File: src/hdl/spq_pkg.sv
// Shared types and constants for the sorted priority queue.
// Used by spq_cell and sorted_priority_queue_core; no other dependencies.
package spq_pkg;

   // Fixed field widths of the request and response ports
   localparam int VALUE_WIDTH     = 32;
   localparam int PRIO_PORT_WIDTH = 8;
   localparam int OCC_WIDTH       = 5;
   localparam int STATUS_WIDTH    = 2;

   // Defaults for the top-level parameters
   localparam int DEFAULT_CAPACITY      = 16;
   localparam int DEFAULT_PRIORITY_BITS = 8;

   // Request mode codes
   localparam logic MODE_ENQUEUE = 1'b0;
   localparam logic MODE_DEQUEUE = 1'b1;

   // Response status codes
   typedef enum logic [STATUS_WIDTH-1:0] {
      STATUS_OK    = 2'd0,
      STATUS_EMPTY = 2'd1,
      STATUS_FULL  = 2'd2
   } spq_status_type;

   // Chain-wide operation broadcast to every cell
   typedef struct packed {
      logic insert;   // accepted enqueue into a non-full queue
      logic remove;   // accepted dequeue from a non-empty queue
   } spq_op_type;

endpackage

File: src/hdl/sorted_priority_queue_core.sv
// Top level of the sorted priority queue: command port, cell chain, count.
// Depends on spq_pkg and spq_cell.
//
// Usage:
//   Requests enter on req_mode / req_value / req_priority_req and are taken at
//   a rising edge with start high and busy low. busy is always low here: the
//   chain of cells completes each request at the edge that takes it, so a new
//   request may be issued every cycle.
//   req_mode selects enqueue or dequeue. An enqueue lands behind every stored
//   entry of equal or higher priority; a dequeue removes the head entry.
//   Every request produces one response, driven on rsp_data / rsp_status /
//   rsp_occupancy and marked by rsp_valid for exactly one cycle, in the cycle
//   after the request was taken (throughput 1 request per cycle).
//   The receiver cannot hold responses off and need not: one response leaves
//   per cycle at most.
//   Status reports queue empty on dequeue and queue full on enqueue; in both
//   cases the stored entries are untouched and rsp_data is zero.
//   Only the low PRIORITY_BITS bits of req_priority_req are compared.
//   Synchronous reset empties the queue; no clearing pass.
module sorted_priority_queue_core
   import spq_pkg::*;
#(
   parameter int CAPACITY      = DEFAULT_CAPACITY,
   parameter int PRIORITY_BITS = DEFAULT_PRIORITY_BITS
) (
   input  logic                          clock,
   input  logic                          reset,
   input  logic                          start,
   output logic                          busy,
   input  logic                          req_mode,
   input  logic signed [VALUE_WIDTH-1:0] req_value,
   input  logic [PRIO_PORT_WIDTH-1:0]    req_priority_req,
   output logic                          rsp_valid,
   output logic signed [VALUE_WIDTH-1:0] rsp_data,
   output logic [STATUS_WIDTH-1:0]       rsp_status,
   output logic [OCC_WIDTH-1:0]          rsp_occupancy
);

   localparam int CNT_WIDTH = $clog2(CAPACITY + 1);

   logic                     accept;
   logic                     is_full;
   logic                     is_empty;
   logic [31:0]              prio_wide;
   logic [PRIORITY_BITS-1:0] new_prio;
   spq_op_type               op;

   logic [CNT_WIDTH-1:0]     count_ff, count_in;
   logic [31:0]              count_wide;

   logic                          rsp_valid_ff, rsp_valid_in;
   logic [VALUE_WIDTH-1:0]        rsp_data_ff, rsp_data_in;
   spq_status_type                rsp_status_ff, rsp_status_in;
   logic [OCC_WIDTH-1:0]          rsp_occ_ff, rsp_occ_in;

   logic                     cell_keep  [CAPACITY];
   logic                     cell_valid [CAPACITY];
   logic [VALUE_WIDTH-1:0]   cell_value [CAPACITY];
   logic [PRIORITY_BITS-1:0] cell_prio  [CAPACITY];

   assign busy   = 1'b0;
   assign accept = start && !busy;

   // priority port narrowed or widened to the stored width
   assign prio_wide = {{(32 - PRIO_PORT_WIDTH){1'b0}}, req_priority_req};
   assign new_prio  = prio_wide[PRIORITY_BITS-1:0];

   assign is_full  = (count_ff == CNT_WIDTH'(CAPACITY));
   assign is_empty = !cell_valid[0];

   // operation broadcast to the chain
   assign op.insert = accept && (req_mode == MODE_ENQUEUE) && !is_full;
   assign op.remove = accept && (req_mode == MODE_DEQUEUE) && !is_empty;

   // chain of cells, head at index 0
   for (genvar i = 0; i < CAPACITY; i++) begin : g_cell
      logic                     p_keep, p_valid, n_valid;
      logic [VALUE_WIDTH-1:0]   p_value, n_value;
      logic [PRIORITY_BITS-1:0] p_prio, n_prio;

      if (i == 0) begin : g_head
         assign p_keep  = 1'b1;
         assign p_valid = 1'b0;
         assign p_value = '0;
         assign p_prio  = '0;
      end else begin : g_body
         assign p_keep  = cell_keep[i-1];
         assign p_valid = cell_valid[i-1];
         assign p_value = cell_value[i-1];
         assign p_prio  = cell_prio[i-1];
      end

      if (i == CAPACITY - 1) begin : g_tail
         assign n_valid = 1'b0;
         assign n_value = '0;
         assign n_prio  = '0;
      end else begin : g_mid
         assign n_valid = cell_valid[i+1];
         assign n_value = cell_value[i+1];
         assign n_prio  = cell_prio[i+1];
      end

      spq_cell #(
         .PRIORITY_BITS(PRIORITY_BITS)
      ) u_cell (
         .clock      (clock),
         .reset      (reset),
         .op         (op),
         .new_value  (req_value),
         .new_prio   (new_prio),
         .prev_keep  (p_keep),
         .prev_valid (p_valid),
         .prev_value (p_value),
         .prev_prio  (p_prio),
         .next_valid (n_valid),
         .next_value (n_value),
         .next_prio  (n_prio),
         .keep       (cell_keep[i]),
         .valid      (cell_valid[i]),
         .value      (cell_value[i]),
         .prio       (cell_prio[i])
      );
   end

   // entry count
   always_comb begin
      count_in = count_ff;
      if (op.insert) begin
         count_in = count_ff + CNT_WIDTH'(1);
      end else if (op.remove) begin
         count_in = count_ff - CNT_WIDTH'(1);
      end
   end

   assign count_wide = {{(32 - CNT_WIDTH){1'b0}}, count_in};

   // response for the request taken this cycle
   always_comb begin
      rsp_valid_in  = accept;
      rsp_data_in   = '0;
      rsp_status_in = STATUS_OK;
      rsp_occ_in    = count_wide[OCC_WIDTH-1:0];
      if (req_mode == MODE_DEQUEUE) begin
         if (is_empty) begin
            rsp_status_in = STATUS_EMPTY;
         end else begin
            rsp_data_in = cell_value[0];
         end
      end else if (is_full) begin
         rsp_status_in = STATUS_FULL;
      end
   end

   always_ff @(posedge clock) begin
      if (reset) begin
         count_ff     <= '0;
         rsp_valid_ff <= 1'b0;
      end else begin
         count_ff     <= count_in;
         rsp_valid_ff <= rsp_valid_in;
      end
   end

   always_ff @(posedge clock) begin
      rsp_data_ff   <= rsp_data_in;
      rsp_status_ff <= rsp_status_in;
      rsp_occ_ff    <= rsp_occ_in;
   end

   assign rsp_valid     = rsp_valid_ff;
   assign rsp_data      = rsp_data_ff;
   assign rsp_status    = rsp_status_ff;
   assign rsp_occupancy = rsp_occ_ff;

endmodule

File: src/hdl/spq_cell.sv
// One slot of the sorted chain: holds an entry and trades with its neighbors.
// Depends on spq_pkg for the operation struct and value width.
module spq_cell
   import spq_pkg::*;
#(
   parameter int PRIORITY_BITS = DEFAULT_PRIORITY_BITS
) (
   input  logic                     clock,
   input  logic                     reset,
   input  spq_op_type               op,
   // entry being inserted, broadcast to all cells
   input  logic [VALUE_WIDTH-1:0]   new_value,
   input  logic [PRIORITY_BITS-1:0] new_prio,
   // neighbor toward the head
   input  logic                     prev_keep,
   input  logic                     prev_valid,
   input  logic [VALUE_WIDTH-1:0]   prev_value,
   input  logic [PRIORITY_BITS-1:0] prev_prio,
   // neighbor toward the tail
   input  logic                     next_valid,
   input  logic [VALUE_WIDTH-1:0]   next_value,
   input  logic [PRIORITY_BITS-1:0] next_prio,
   // this cell's contents
   output logic                     keep,
   output logic                     valid,
   output logic [VALUE_WIDTH-1:0]   value,
   output logic [PRIORITY_BITS-1:0] prio
);

   logic                     valid_ff, valid_in;
   logic [VALUE_WIDTH-1:0]   value_ff, value_in;
   logic [PRIORITY_BITS-1:0] prio_ff, prio_in;

   // entry stays put on insert when it ranks at or above the new one
   assign keep = valid_ff && (prio_ff >= new_prio);

   // next-state selection: hold, take new entry, shift back, shift forward
   always_comb begin
      valid_in = valid_ff;
      value_in = value_ff;
      prio_in  = prio_ff;
      if (op.insert) begin
         if (!keep) begin
            if (prev_keep) begin
               valid_in = 1'b1;
               value_in = new_value;
               prio_in  = new_prio;
            end else begin
               valid_in = prev_valid;
               value_in = prev_value;
               prio_in  = prev_prio;
            end
         end
      end else if (op.remove) begin
         valid_in = next_valid;
         value_in = next_value;
         prio_in  = next_prio;
      end
   end

   always_ff @(posedge clock) begin
      if (reset) begin
         valid_ff <= 1'b0;
      end else begin
         valid_ff <= valid_in;
      end
   end

   // payload needs no reset; gated by valid
   always_ff @(posedge clock) begin
      value_ff <= value_in;
      prio_ff  <= prio_in;
   end

   assign valid = valid_ff;
   assign value = value_ff;
   assign prio  = prio_ff;

endmodule
File: config.mk
export PLATFORM = sky130hd
export DESIGN_NAME = sorted_priority_queue_core
export DESIGN_NICKNAME = d
export VERILOG_FILES = /design/src/hdl/spq_pkg.sv /design/src/hdl/sorted_priority_queue_core.sv /design/src/hdl/spq_cell.sv
export SDC_FILE = /design/constraint.sdc
export NUM_CORES = 2
export LEC_CHECK = 0
export ABC_AREA = 1
export BUFFER_PORTS_ARGS = -buffer_cell sky130_fd_sc_hd__buf_2
export CAP_MARGIN = 15
export CORE_MARGIN = 8
export CORE_UTILIZATION = 64
export DETAILED_ROUTE_END_ITERATION = 10
export HOLD_SLACK_MARGIN = 0.05
export PLACE_DENSITY = 0.8
export SYNTH_ARGS = -nofsm -noshare
export SYNTH_HDL_FRONTEND = slang
export SYNTH_HIERARCHICAL = 1
export SYNTH_SLANG_ARGS = --single-unit
File: constraint.sdc
create_clock -name clock -period 3.9 [get_ports clock]
set_clock_uncertainty 0.05 [all_clocks]
set_input_delay 0.39 -clock clock [delete_from_list [all_inputs] [get_ports clock]]
set_output_delay 0.39 -clock clock [all_outputs]
set_load 0.03 [all_outputs]
==> key figures <==
Run status
  • Run status: finished, final reports clean

Critical path
  • Worst r2r src: count_ff[0]$_SDFF_PP0_
  • Sequence of cells on the critical path: inv_1 > ha_1 > nand3_2 > nand2_2 > inv_8 > buf_4 > inv_2 > nand2_1 > o21ai_1
  • CP endpoint kind: flip-flop
  • CP max FO: 78
  • Kind of cell adding the most delay to the critical path: buffers and inverters
  • Critical Path AT: 3370 ps
  • Length in cells of the worst reg-to-reg path: 9
  • Classification of the worst setup path: reg -> reg
  • Max incr delay on CP: between 500 and 600 ps
  • FF-to-FF End: g_cell[5].u_cell/value[3]$_DFFE_PP_
  • Nature of the critical path startpoint: flip-flop
  • Total buffers and inverters traversed by the critical path: 4
  • CP required: 4190 ps
  • Slowest CP cell: sky130_fd_sc_hd__buf_4
  • Worst R2R Setup Slack: between 800 and 900 ps

Run
  • Max-cap violation count: 0

Timing
  • Final Setup Violations: 0
  • Transition time at the pin with the least slew margin: around 840 ps
  • Sum Neg Setup Slack: 0 ps
  • Shortest clock period the worst path allows after layout: between 3000 and 4000 ps
  • Fmax: 324.5 MHz
  • Max transition margin: 0.4372
  • Fin. max-slew vios: 0
  • Fraction of the cycle the final worst path needs: 0.7903
  • Unrepaired setup endpoints after global routing: no
  • Final hold violation count: 0

Clock network
  • Setup Fix Bufs, Post-CTS: 0
  • Clock-pin slew reported for the worst setup and hold paths after clock tree synthesis: about 60 ps
  • Master cell of the clock root buffer: sky130_fd_sc_hd__clkbuf_16
  • CTS HTree Levels: 3
  • Number of buffers on the longest clock path: 3
  • TritonCTS clock tree: done
  • Number of clock sinks: about 700
  • Num CTS Buffers: 73
  • Clock latency of the later-clocked register in the worst-skew pair: roughly 620 ps

Layout
  • Filler Cell Count: 4,671
  • Post-layout utilization of the core: 0.7022
  • Synthesis-to-finish area growth: 8.373%
  • Share of cells above drive strength 1: 0.08333
  • Antenna diode count: 0
  • Net count of the finished layout: around 4,700

Yosys
  • Post-synthesis instance total: around 4,500
  • Largest family of logic cells by synthesized area: compound AO/OA/AOI/OAI gates
  • Post-synthesis instance area: between 30,000 and 40,000 um2
  • Seq/Total Area, Yosys: 0.5335
  • Fraction of synthesized area in multiplexers: 0
  • Synthesis Warnings: 6
  • Post-Synth XOR/XNOR Area: 0.0004572
  • Synthesized-area fraction occupied by and/or/nand/nor cells: 0.1741
  • Adder-cell share of the synthesized area: 0.04245
  • Area fraction in compound gates after synthesis: 0.1814
  • Post-synthesis average cell area: between 8 and 9 um2
  • #FFs+latches synth: between 700 and 800
  • Library cells used by synthesis: 27

Power and ir drop
  • Leak Pwr: approximately 17 nW
  • Logic pwr share: 0.149
  • Switching share of total power: 0.2796
  • Sequential Power Share: 0.502
  • Power density over the cells: 456.3 nW/um2
  • Internal power of the cells: about 0.014 W
  • Peak VDD IR: approximately 400 uV
  • Power share of the clock group: 0.349
  • Net switching power: around 0.0053 W

Floorplan
  • CORE AREA: 59,130 um2
  • Boundary pin count: 85
  • Area of the die: roughly 68,000 um2
  • FP Rows: 89
  • DIE HEIGHT: 260.7 um
  • Starting utilization of the core area: 0.6480
  • Die width: ~260 um

Drt
  • Final Routed Wirelength: just under 100,000 um
  • Via-per-instance ratio: 6.020
  • DRC violation count after routing: 0
  • Initial drt markers: ~3,400
  • Total iterations of the first detailed-routing run: 6
  • Total via count in the routed design: about 32,000
  • Post-route antenna net violation count: 0
  • Routed len/inst: roughly 18 um

Min path
  • Min-Delay Endpoint: g_cell[14].u_cell/prio[1]$_DFFE_PP_
  • Hold path start: req_priority_req[1]
  • Hold depth: 3
  • Worst hold-check path type: in -> reg

Global route
  • Pin count of the biggest net entering global routing: between 70 and 80
  • Total GRT Usage: 0.2841
  • Antenna violations before repair: 0
  • Vias in the first global route: about 32,000
  • Global-route wire length before repair: approximately 160,000 um
  • Total global routing overflow: 0

Placement
  • Total half-perimeter wirelength after legalization and detailed placement: about 67,000 um
  • Count of buffers inserted at the top-level ports: 83
  • Final Wtd Congestion: 0.8723
## cells by family after synthesis
| kind of cell | after synthesis |
|---|---|
| and+or+nand+nor | 1690 |
| DFF | 701 |
| AOI/OAI and AO/OA | 1365 |
| other | 2 |
| xor gates and xnor gates | 2 |
| adders and majority gates | 130 |
| buffers and inverters | 575 |
## flip-flops by register name (all words and copies together) (netlist names)
| name | count |
|---|---|
| rsp_occupancy | 5 |
| rsp_data | 32 |
| g_cell.u_cell/value | 512 |
| count_ff | 5 |
| g_cell.u_cell/prio | 128 |
| rsp_status | 2 |
| rsp_valid | 1 |
| g_cell.u_cell/valid | 16 |
## cell type report
type / count / area (um2) / share of cell area
repair buffers: 160 / 1094 / 0.02634
multi-input cells: 3275 / 15720 / 0.3785
inverters: 299 / 1130 / 0.02721
clock inverters: 22 / 101.3 / 0.002441
well taps: 773 / 967.2 / 0.02329
clock buffers: 103 / 2076 / 0.04999
flip-flops and latches: 701 / 20440 / 0.4922
## worst max-delay path by stage
stage                                start                                  end  slack (ps)  cells after the start
floorplan           count_ff[0]$_SDFF_PP0_  g_cell[15].u_cell/prio[0]$_DFFE_PP_         950                      8
global placement       req_priority_req[5]  g_cell[3].u_cell/valid$_SDFFE_PP0P_         900                     15
detailed placement     req_priority_req[5]  g_cell[3].u_cell/valid$_SDFFE_PP0P_         820                     15
CTS                 count_ff[0]$_SDFF_PP0_  g_cell[5].u_cell/value[3]$_DFFE_PP_         870                      9
global route        count_ff[1]$_SDFF_PP0_   g_cell[6].u_cell/prio[1]$_DFFE_PP_         610                      9
finish              count_ff[0]$_SDFF_PP0_  g_cell[5].u_cell/value[3]$_DFFE_PP_         820                      9
## cells in the mapped netlist
cell type | number | share of area
sky130_fd_sc_hd__inv_2 | 65 | 0.0064
sky130_fd_sc_hd__nand3_1 | 52 | 0.0068
sky130_fd_sc_hd__inv_1 | 233 | 0.023
sky130_fd_sc_hd__nor2_2 | 32 | 0.0052
sky130_fd_sc_hd__xor2_1 | 2 | 0.00046
sky130_fd_sc_hd__nor2_1 | 730 | 0.072
sky130_fd_sc_hd__clkinv_1 | 1 | 0.000098
sky130_fd_sc_hd__nand3_2 | 2 | 0.00052
sky130_fd_sc_hd__a21o_1 | 16 | 0.0031
sky130_fd_sc_hd__edfxtp_1 | 640 | 0.50
sky130_fd_sc_hd__nand2_2 | 1 | 0.00016
sky130_fd_sc_hd__o21ai_0 | 178 | 0.023
sky130_fd_sc_hd__nand2_1 | 839 | 0.082
sky130_fd_sc_hd__buf_2 | 256 | 0.033
sky130_fd_sc_hd__o21ai_1 | 1104 | 0.14
sky130_fd_sc_hd__clkbuf_1 | 3 | 0.00029
sky130_fd_sc_hd__conb_1 | 2 | 0.00020
sky130_fd_sc_hd__ha_1 | 130 | 0.042
sky130_fd_sc_hd__buf_6 | 16 | 0.0047
sky130_fd_sc_hd__nor2_4 | 16 | 0.0047
sky130_fd_sc_hd__o22ai_1 | 16 | 0.0026
sky130_fd_sc_hd__buf_4 | 1 | 0.00020
sky130_fd_sc_hd__dfxtp_1 | 61 | 0.032
sky130_fd_sc_hd__a21oi_2 | 16 | 0.0037
sky130_fd_sc_hd__nand4_1 | 17 | 0.0028
sky130_fd_sc_hd__a21oi_1 | 35 | 0.0046
sky130_fd_sc_hd__nand3b_1 | 1 | 0.00020
## worst reg2reg max path, stage by stage, from the launching register on
cell and delay, ps:
sky130_fd_sc_hd__dfxtp_1 340, sky130_fd_sc_hd__inv_1 100, sky130_fd_sc_hd__ha_1 260, sky130_fd_sc_hd__nand3_2 120, sky130_fd_sc_hd__nand2_2 140, sky130_fd_sc_hd__inv_8 470, sky130_fd_sc_hd__buf_4 600, sky130_fd_sc_hd__inv_2 450
sky130_fd_sc_hd__nand2_1 190, sky130_fd_sc_hd__o21ai_1 90
## metrics by stage
step	worst slack [ps]	cell area [um2]	total power [W]	cells	hold slack, ps
after global placement	895.3	39300	0.01231	5205	422.7
final	818.0	41520	0.01895	5333	234.2
after global routing	609.7	41520	0.01968	5333	294.6
after CTS	871.3	41500	0.01895	5332	231.2
after floorplan	947.9	38640	0.01152	4551	409.1
after detailed placement	820.4	39300	0.01240	5205	423.8
## what timing repair did
item                                   CTS  global route
endpoints found under the hold margin    3             0
gates resized for setup                  0             0
hold buffers                             2             0
## power by group through the flow
stage                     Sequential [W]  Clock, W  Combinational [W]
after floorplan                  0.00953         0            0.00199
after global routing             0.00957   0.00693            0.00318
after detailed placement         0.00966         0            0.00275
final                            0.00951   0.00661            0.00283
after CTS                        0.00951   0.00666            0.00277
after global placement           0.00966         0            0.00265
## cells in the final DEF (no fill, tap or decap)
cell type	netlist	layout
sky130_fd_sc_hd__a21o_1	16	16
sky130_fd_sc_hd__a21oi_1	35	35
sky130_fd_sc_hd__a21oi_4	0	16
sky130_fd_sc_hd__buf_12	0	6
sky130_fd_sc_hd__buf_16	0	1
sky130_fd_sc_hd__buf_2	256	83
sky130_fd_sc_hd__buf_4	1	68
sky130_fd_sc_hd__clkbuf_1	3	22
sky130_fd_sc_hd__clkbuf_16	0	78
sky130_fd_sc_hd__clkbuf_8	0	3
sky130_fd_sc_hd__clkinv_1	1	14
sky130_fd_sc_hd__clkinv_2	0	7
sky130_fd_sc_hd__conb_1	2	88
sky130_fd_sc_hd__dfxtp_1	61	61
sky130_fd_sc_hd__dlygate4sd3_1	0	2
sky130_fd_sc_hd__edfxtp_1	640	640
sky130_fd_sc_hd__ha_1	130	130
sky130_fd_sc_hd__inv_1	233	233
sky130_fd_sc_hd__inv_2	65	64
sky130_fd_sc_hd__inv_6	0	2
sky130_fd_sc_hd__inv_8	0	1
sky130_fd_sc_hd__nand2_1	839	839
sky130_fd_sc_hd__nand2_2	1	1
sky130_fd_sc_hd__nand3_1	52	52
sky130_fd_sc_hd__nand3_2	2	2
sky130_fd_sc_hd__nand3b_1	1	1
sky130_fd_sc_hd__nand4_1	17	17
sky130_fd_sc_hd__nor2_1	730	730
sky130_fd_sc_hd__nor2_2	32	32
sky130_fd_sc_hd__nor2_4	16	16
sky130_fd_sc_hd__o21ai_0	178	178
sky130_fd_sc_hd__o21ai_1	1104	1104
sky130_fd_sc_hd__o22ai_1	16	16
sky130_fd_sc_hd__xor2_1	2	2
## routing by layer
metal	vias to the layer above	share of wire	track usage
met3	223	0.068	0.03033
met5	-	0	0
met4	0	0.023	0.09027
met2	1383	0.50	0.4882
li1	15187	-	-
met1	15311	0.41	0.3776
(Power assumes the default switching activity.)
